`config.mk`:
```
export PLATFORM = sky130hd
export DESIGN_NAME = two_plane_cursor_decoder
export DESIGN_NICKNAME = d
export VERILOG_FILES = /design/src/design/tpcd_pkg.sv /design/src/design/tpcd_front.sv /design/src/design/tpcd_queue.sv /design/src/design/tpcd_back.sv /design/src/design/two_plane_cursor_decoder.sv
export SDC_FILE = /design/constraint.sdc
export NUM_CORES = 1
export LEC_CHECK = 0
export ABC_CLOCK_PERIOD_IN_PS = 7300
export BUFFER_PORTS_ARGS = -buffer_cell sky130_fd_sc_hd__buf_2
export CORE_UTILIZATION = 61
export CTS_CLUSTER_DIAMETER = 50
export DETAILED_ROUTE_END_ITERATION = 16
export PLACE_DENSITY = 0.84
export SLEW_MARGIN = 20
export SYNTH_ARGS = -nofsm -noshare
export SYNTH_HDL_FRONTEND = slang
export SYNTH_SLANG_ARGS = --single-unit
```
`constraint.sdc`:
```
create_clock -name clk -period 7.3 [get_ports clk]
set_input_delay 0.73 -clock clk [delete_from_list [all_inputs] [get_ports clk]]
set_output_delay 0.73 -clock clk [all_outputs]
set_load 0.1 [all_outputs]
```
`src/design/tpcd_pkg.sv`:
```
package tpcd_pkg;

	// Fixed cursor geometry.
	localparam int unsigned CURSOR_SIDE = 16;
	localparam int unsigned SIDE_W      = 4;

	// Word positions within one cursor resource.
	localparam logic [5:0] HDR_WORDS     = 6'd2;
	localparam logic [5:0] PLANE_B_FIRST = 6'd18;
	localparam logic [5:0] LAST_WORD     = 6'd34;
	localparam logic [5:0] WORD_HOT_X    = 6'd0;
	localparam logic [5:0] WORD_HOT_Y    = 6'd1;

	// Centering marker and the hotspot it stands for.
	localparam logic [15:0] CENTER_MARK = 16'd256;
	localparam logic [15:0] CENTER_POS  = 16'd8;

	// Configuration register indexes.
	localparam int unsigned CFG_IDX_W  = 8;
	localparam logic [CFG_IDX_W-1:0] REG_WHITE = 8'd0;
	localparam logic [CFG_IDX_W-1:0] REG_GREY  = 8'd1;
	localparam logic [CFG_IDX_W-1:0] REG_TRANS = 8'd2;

	// Reset values of the palette registers.
	localparam logic [7:0] WHITE_RST = 8'd15;
	localparam logic [7:0] GREY_RST  = 8'd7;
	localparam logic [7:0] TRANS_RST = 8'd1;
	localparam logic [7:0] BLACK_IDX = 8'd0;

	// Two-bit pixel code, first plane as the high bit.
	typedef enum logic [1:0] {
		CODE_BLACK = 2'd0,
		CODE_WHITE = 2'd1,
		CODE_TRANS = 2'd2,
		CODE_GREY  = 2'd3
	} pix_code_t;

	typedef struct packed {
		logic [15:0] data_word;
		logic        start_flag;
	} word_t;

	typedef struct packed {
		logic [7:0]  pixel_color;
		logic [3:0]  pixel_x;
		logic [3:0]  pixel_y;
		logic [15:0] hotspot_x;
		logic [15:0] hotspot_y;
		logic        row_last;
		logic        image_last;
	} pixel_t;

	// Palette registers as seen by the pixel stage.
	typedef struct packed {
		logic [7:0] white_index;
		logic [7:0] grey_index;
		logic [7:0] transparent_index;
	} cfg_t;

	// One row job handed from the front to the back.
	typedef struct packed {
		logic [15:0] plane_a;
		logic [15:0] plane_b;
		logic [3:0]  row;
		logic [15:0] hot_x;
		logic [15:0] hot_y;
	} job_t;

endpackage

```
`src/design/tpcd_front.sv`:
```
module tpcd_front import tpcd_pkg::*; (
	input  logic  clk,
	input  logic  arst_n,
	input  logic  in_valid,
	output logic  in_ready,
	input  word_t in_data,
	input  logic  q_full,
	output logic  push,
	output job_t  push_job
);

	logic [5:0]  count_q;
	logic [15:0] hot_x_q;
	logic [15:0] hot_y_q;
	logic [15:0] rows_q [CURSOR_SIDE];

	logic        accept;
	logic [5:0]  idx;
	logic [3:0]  row;
	logic        is_plane_a;
	logic        is_plane_b;

	// A transaction is taken whenever the queue has room for a row job.
	assign in_ready = !q_full;
	assign accept   = in_valid && in_ready;

	// A start flag makes this word 0 whatever the count held.
	assign idx = in_data.start_flag ? 6'd0 : count_q;

	// First- and second-plane rows share the same low four bits of offset.
	assign row        = idx[3:0] - HDR_WORDS[3:0];
	assign is_plane_a = (idx >= HDR_WORDS) && (idx < PLANE_B_FIRST);
	assign is_plane_b = (idx >= PLANE_B_FIRST) && (idx < LAST_WORD);

	// Second-plane words become row jobs for the back.
	assign push              = accept && is_plane_b;
	assign push_job.plane_a  = rows_q[row];
	assign push_job.plane_b  = in_data.data_word;
	assign push_job.row      = row;
	assign push_job.hot_x    = hot_x_q;
	assign push_job.hot_y    = hot_y_q;

	// Word count and hotspot header.
	always_ff @(posedge clk or negedge arst_n) begin
		if (!arst_n) begin
			count_q <= '0;
			hot_x_q <= '0;
			hot_y_q <= '0;
		end else if (accept && (idx < LAST_WORD)) begin
			count_q <= idx + 6'd1;
			if (idx == WORD_HOT_X) begin
				hot_x_q <= in_data.data_word;
			end else if (idx == WORD_HOT_Y) begin
				if ((hot_x_q == 16'd0) && (in_data.data_word == CENTER_MARK)) begin
					hot_x_q <= CENTER_POS;
					hot_y_q <= CENTER_POS;
				end else begin
					hot_y_q <= in_data.data_word;
				end
			end
		end
	end

	// First-plane row store.
	always_ff @(posedge clk) begin
		if (accept && is_plane_a) begin
			rows_q[row] <= in_data.data_word;
		end
	end

endmodule

```
`src/design/tpcd_queue.sv`:
```
module tpcd_queue import tpcd_pkg::*; #(
	parameter int unsigned DEPTH = 2
) (
	input  logic clk,
	input  logic arst_n,
	input  logic push,
	input  job_t push_job,
	input  logic pop,
	output logic full,
	output logic head_valid,
	output job_t head_job
);

	localparam int unsigned PW = (DEPTH > 1) ? $clog2(DEPTH) : 1;
	localparam int unsigned CW = $clog2(DEPTH + 1);

	job_t          slots_q [DEPTH];
	logic [PW-1:0] wr_ptr_q;
	logic [PW-1:0] rd_ptr_q;
	logic [CW-1:0] count_q;

	assign full       = (count_q == CW'(DEPTH));
	assign head_valid = (count_q != '0);
	assign head_job   = slots_q[rd_ptr_q];

	// Pointers wrap at the depth, which need not be a power of two.
	always_ff @(posedge clk or negedge arst_n) begin
		if (!arst_n) begin
			wr_ptr_q <= '0;
			rd_ptr_q <= '0;
			count_q  <= '0;
		end else begin
			if (push) begin
				wr_ptr_q <= (wr_ptr_q == PW'(DEPTH - 1)) ? '0 : wr_ptr_q + PW'(1);
			end
			if (pop) begin
				rd_ptr_q <= (rd_ptr_q == PW'(DEPTH - 1)) ? '0 : rd_ptr_q + PW'(1);
			end
			unique case ({push, pop})
				2'b10:   count_q <= count_q + CW'(1);
				2'b01:   count_q <= count_q - CW'(1);
				default: count_q <= count_q;
			endcase
		end
	end

	// Job slots.
	always_ff @(posedge clk) begin
		if (push) begin
			slots_q[wr_ptr_q] <= push_job;
		end
	end

endmodule

```
`src/design/tpcd_back.sv`:
```
module tpcd_back import tpcd_pkg::*; (
	input  logic   clk,
	input  logic   arst_n,
	input  logic   head_valid,
	input  job_t   head_job,
	input  cfg_t   cfg,
	output logic   pop,
	output logic   out_valid,
	input  logic   out_ready,
	output pixel_t out_data
);

	logic [SIDE_W-1:0] x_q;
	logic              out_valid_q;
	pixel_t            out_q;

	logic              advance;
	logic [SIDE_W-1:0] bit_sel;
	pix_code_t         code;
	logic [7:0]        color;
	logic              last_col;

	// A pixel moves into the output register when it is empty or being taken.
	assign advance  = head_valid && (!out_valid_q || out_ready);
	assign last_col = (x_q == SIDE_W'(CURSOR_SIDE - 1));
	assign pop      = advance && last_col;

	// Leftmost pixel is the most significant bit of the row.
	assign bit_sel = ~x_q;
	assign code    = pix_code_t'({head_job.plane_a[bit_sel], head_job.plane_b[bit_sel]});

	// Palette mapping of the pixel code.
	always_comb begin
		unique case (code)
			CODE_BLACK: color = BLACK_IDX;
			CODE_WHITE: color = cfg.white_index;
			CODE_TRANS: color = cfg.transparent_index;
			CODE_GREY:  color = cfg.grey_index;
			default:    color = BLACK_IDX;
		endcase
	end

	// Column counter and output valid.
	always_ff @(posedge clk or negedge arst_n) begin
		if (!arst_n) begin
			x_q         <= '0;
			out_valid_q <= 1'b0;
		end else if (advance) begin
			x_q         <= x_q + SIDE_W'(1);
			out_valid_q <= 1'b1;
		end else if (out_ready) begin
			out_valid_q <= 1'b0;
		end
	end

	// Output payload register.
	always_ff @(posedge clk) begin
		if (advance) begin
			out_q.pixel_color <= color;
			out_q.pixel_x     <= x_q;
			out_q.pixel_y     <= head_job.row;
			out_q.hotspot_x   <= head_job.hot_x;
			out_q.hotspot_y   <= head_job.hot_y;
			out_q.row_last    <= last_col;
			out_q.image_last  <= last_col && (head_job.row == SIDE_W'(CURSOR_SIDE - 1));
		end
	end

	assign out_valid = out_valid_q;
	assign out_data  = out_q;

endmodule

```
`src/design/two_plane_cursor_decoder.sv`:
```
// Channel   Direction  Handshake              Payload
// in        input      in_valid / in_ready    word_t  (data_word, start_flag)
// out       output     out_valid / out_ready  pixel_t (one pixel per transaction)
// cfg       input      cfg_valid / cfg_ready  cfg_index, cfg_data (palette registers)
//
// Header and first-plane words are absorbed and produce no output.
// Each second-plane word becomes a row job and yields 16 pixels, one per cycle while
// out_ready is held, so the single-pixel output stage sets the sustained input rate.
// Input is taken while the row-job queue (QUEUE_DEPTH entries) has room; output stalls
// back up into that queue and, when full, to the input. Reset clears the word count,
// hotspot, queue and the palette registers; the first-plane row store is not cleared.
module two_plane_cursor_decoder import tpcd_pkg::*; #(
	parameter int unsigned QUEUE_DEPTH = 2
) (
	input  logic                 clk,
	input  logic                 arst_n,
	input  logic                 in_valid,
	output logic                 in_ready,
	input  word_t                in_data,
	output logic                 out_valid,
	input  logic                 out_ready,
	output pixel_t               out_data,
	input  logic                 cfg_valid,
	output logic                 cfg_ready,
	input  logic [CFG_IDX_W-1:0] cfg_index,
	input  logic [7:0]           cfg_data
);

	cfg_t cfg_q;
	logic q_full;
	logic push;
	job_t push_job;
	logic pop;
	logic head_valid;
	job_t head_job;

	// Palette registers; indexes beyond the list are ignored.
	assign cfg_ready = 1'b1;

	always_ff @(posedge clk or negedge arst_n) begin
		if (!arst_n) begin
			cfg_q.white_index       <= WHITE_RST;
			cfg_q.grey_index        <= GREY_RST;
			cfg_q.transparent_index <= TRANS_RST;
		end else if (cfg_valid && cfg_ready) begin
			unique case (cfg_index)
				REG_WHITE: cfg_q.white_index       <= cfg_data;
				REG_GREY:  cfg_q.grey_index        <= cfg_data;
				REG_TRANS: cfg_q.transparent_index <= cfg_data;
				default:   cfg_q                   <= cfg_q;
			endcase
		end
	end

	tpcd_front u_front (
		.clk      (clk),
		.arst_n   (arst_n),
		.in_valid (in_valid),
		.in_ready (in_ready),
		.in_data  (in_data),
		.q_full   (q_full),
		.push     (push),
		.push_job (push_job)
	);

	tpcd_queue #(
		.DEPTH (QUEUE_DEPTH)
	) u_queue (
		.clk        (clk),
		.arst_n     (arst_n),
		.push       (push),
		.push_job   (push_job),
		.pop        (pop),
		.full       (q_full),
		.head_valid (head_valid),
		.head_job   (head_job)
	);

	tpcd_back u_back (
		.clk        (clk),
		.arst_n     (arst_n),
		.head_valid (head_valid),
		.head_job   (head_job),
		.cfg        (cfg_q),
		.pop        (pop),
		.out_valid  (out_valid),
		.out_ready  (out_ready),
		.out_data   (out_data)
	);

endmodule

```
==> summary.md <==
| Metric | Value |
|---|---|
| Status | `finished, final reports clean` |
| Via density | `6.20` |
| Synth Register Bits | `513` |
| Reg power frac | `53.5%` |
| DP Cell Count | `1,645` |
| Starting Density | `61.9%` |
| Global Route Usage Sum | `26.1%` |
| Cell family with most CP delay | `buffers and inverters` |
| Final Max Slew Viols | `0` |
| CTS tree | `yes` |
| Most used routing layer | `met2` |
| DRC violation count after routing | `0` |
| P per Cell Area | `279 mW/mm^2` |
| Period utilization | `51.1%` |
| RSZ-0062 raised after global routing | `no` |
| CTS resizes | `0` |
| Worst Hold Class | `in -> async` |
| CORE AREA | `0.0325 mm^2` |
| VDD IR max | `0.208 mV` |
| IO Port Bufs | `89` |
| CTS Hold Bufs | `0` |
| F_max | `268 MHz` |
| Met3 Usage GRT | `4.91%` |
| Antenna violations before repair | `0` |
| Slowest stage delay, CP | `0.69 ns` |
| Vias | `10,800` |
| Synth top area share | `66.1%` |
| Clk root buf | `clkbuf_16` |
| Crit path buffers/inverters | `5` |
| Syn_nets | `1,205` |
| Pin count of the biggest net entering global routing | `72` |
| Share of total power in the clock network | `39.1%` |
| Slew margin rel. | `36.3%` |
| Post-CTS setup buffers | `0` |
| Worst-path maximum fanout | `35` |
| Worst EP required | `7.47 ns` |
| Syn. warnings | `0` |
| DRT iter0 DRCs | `1,310` |
| Worst slew pin tran | `0.956 ns` |
| Ant diodes | `0` |
| WP depth | `10` |
| Global-route wire length before repair | `64,200 um` |
| Sequential cell area fraction in the yosys report | `75.0%` |
| Grt met1 use | `35.3%` |
| Setup tns final | `0 ns` |
| Final hold viol count | `0` |
| CP cell instances | `nor2b_2 > buf_4 > inv_2 > ha_1 > xor2_2 > buf_4 > inv_1 > buf_4 > nand2_1 > nor2_2` |
| P_sw | `0.00143 W` |
| Antenna Nets Post-Route | `0` |
| Post-synth top area cell | `edfxtp_1` |
| Crit path launch type | `flop` |
| Total iterations of the first detailed-routing run | `5` |
| Async S/R FF share, synth | `13.8%` |
| P_int | `0.00490 W` |
| Area after DPL | `0.0211 mm^2` |
| Num ports | `91` |
| Syn Area/Cell | `17.3 um^2` |
| R2r worst-path depth | `10` |
| Crit path kind | `reg -> reg` |
| Die ar. | `0.0337 mm^2` |
| Detailed Route WL | `42,800 um` |
| Mean routed wirelength per cell | `24.7 um` |
| Synth top area cells | `edfxtp_1, dfrtp_1, mux2i_1` |
| Post-synth EDFFs | `442` |
| Dpl hpwl | `24,800 um` |
| Met2 usage | `42.5%` |
| Chip width | `183 um` |
| Longest Clk Path Bufs | `3` |
| Clock sink count | `513` |
| Slowest cell on the critical path | `nor2_2` |
| Fin area | `0.0227 mm^2` |
| Clock Latency Late Sink | `0.56 ns` |
| Fin nets | `1,302` |
| Synth Instances | `1,158` |
| Number of global-route vias before repair | `10,800` |
| Routability cong. | `0.861` |
| H-tree depth | `2` |
| GR Overflow Total | `0` |
| Die Ht | `183 um` |
| Syn-to-layout area delta | `12.9%` |
| Data arrival, critical path | `3.90 ns` |
| Synth cell types | `49` |
| Crit path top cell by count | `buf_4` |
| Sw Ratio | `22.5%` |
| Cell row count | `66` |
| Clock Pin Slew Worst Setup and Hold Paths | `0.06 ns` |
| Clk_skew | `0.0200 ns` |
| Post-Syn Area | `0.0201 mm^2` |
| CTS buffer count | `50` |
| Final setup viols | `0` |
| Layout cells sized above 1 | `24.4%` |
| Gate power share | `7.4%` |
| Post-Layout Cell Count | `1,735` |
| Most used DFF post-synth | `edfxtp_1` |
| Max-Cap Viols | `0` |
| Period minus WS final | `3.73 ns` |
| LEAKAGE | `7.88 nW` |
| Crit. End Element | `flop` |
==> final timing paths <==
path	to	slack (ns)	startpoint
worst max-delay path	u_front.rows_q[13][7]$_DFFE_PP_	3.57	u_front.count_q[1]$_DFFE_PN0P_
worst min-delay path	u_front.hot_y_q[5]$_DFFE_PN0P_	0.30	arst_n
worst max register to register	u_front.rows_q[13][7]$_DFFE_PP_	3.57	u_front.count_q[1]$_DFFE_PN0P_
worst min register to register	u_queue.slots_q[1][9]$_DFFE_PP_	0.46	u_front.hot_y_q[9]$_DFFE_PN0P_
max in group asynchronous	u_front.count_q[0]$_DFFE_PN0P_	6.30	arst_n
min in group clk	u_back.out_valid$_DFFE_PN0P_	0.37	out_ready
==> per-stage QoR <==
step           hold slack (ns)  power (W)  setup slack [ns]  util [%]
3_5_place_dp             0.455    0.00390              3.01      64.9
3_3_place_gp             0.445    0.00386              3.07      64.8
4_1_cts                  0.348    0.00634              3.52      69.7
2_1_floorplan            0.423    0.00370              1.74         -
6_report                 0.297    0.00633              3.57      69.8
5_1_grt                  0.364    0.00651              3.32      69.8
==> routing by layer <==
metal  vias up  wire length (um)
li1       4706                 -
met5         -                 0
met3       108              4070
met4         0              1450
met2       612             20800
met1      5326             16400
==> cell families (layout without fill, tap and decap cells) <==
kind of cell	after synthesis	after routing	share of synthesized area [%]
AOI/OAI and AO/OA	126	126	4.61
xor gates and xnor gates	9	9	0.392
adders and majority gates	9	9	0.561
buffers and inverters	79	214	1.76
DFF	513	513	75.0
muxes	203	203	12.5
other	1	1	0.0187
and+or+nand+nor	218	218	5.20
==> placed cells by master (no fill, tap or decap), types with 16 or more instances in the layout <==
cell / instances
a311oi_1: 33
nand2_1: 95
mux2i_1: 96
dfrtp_1: 60
nor2_1: 16
nor2b_1: 34
nor3_1: 21
a211oi_1: 33
a22o_1: 16
buf_2: 88
edfxtp_1: 442
clkbuf_16: 51
a21oi_1: 23
buf_4: 24
mux2_2: 79
mux4_2: 21
==> area by class of cell <==
| type | count | area, um^2 |
|---|---|---|
| Timing Repair Buffer | 112 | 621 |
| Clock inverter | 21 | 198 |
| Inverter | 12 | 45.0 |
| Multi-Input combinational cell | 566 | 4810 |
| Clock buffer | 69 | 1370 |
| Sequential cell | 513 | 15100 |
| Fill cell | 1979 | 9790 |
| Tap cell | 442 | 553 |
==> state kept, by name, summed over array words and instances, names as in the netlist, 2 cells and up <==
signal / cells
u_back.x_q: 4
cfg_q: 24
u_front.hot_y_q: 16
u_back.out_data: 50
u_front.rows_q: 256
u_queue.slots_q: 136
u_front.count_q: 6
u_front.hot_x_q: 16
u_queue.count_q: 2
==> power by group through the flow <==
stage	sequential, W	clock (W)	combinational, W
floorplan	0.00341	0	0.000291
global placement	0.00343	0	0.000430
detailed placement	0.00344	0	0.000453
CTS	0.00338	0.00250	0.000458
global route	0.00339	0.00262	0.000496
finish	0.00338	0.00247	0.000471
==> cells in the mapped netlist (3+ instances only) <==
cell	count
nand2b_1	7
xnor2_1	5
o21ai_0	10
xor2_1	4
nand3_1	7
clkbuf_1	39
a311oi_1	33
and2_1	3
a211oi_1	33
dfstp_2	8
mux2_2	79
dfrtp_1	63
nor3_1	29
nor2_1	20
mux2i_1	96
inv_1	11
edfxtp_1	442
buf_2	17
nand4_1	4
buf_4	4
nor2b_1	35
mux4_2	21
mux4_1	7
a22o_1	16
ha_1	9
a21oi_1	24
nand2_1	95
a22oi_1	4
nor4_1	10
buf_1	4
(Power assumes the default switching activity.)
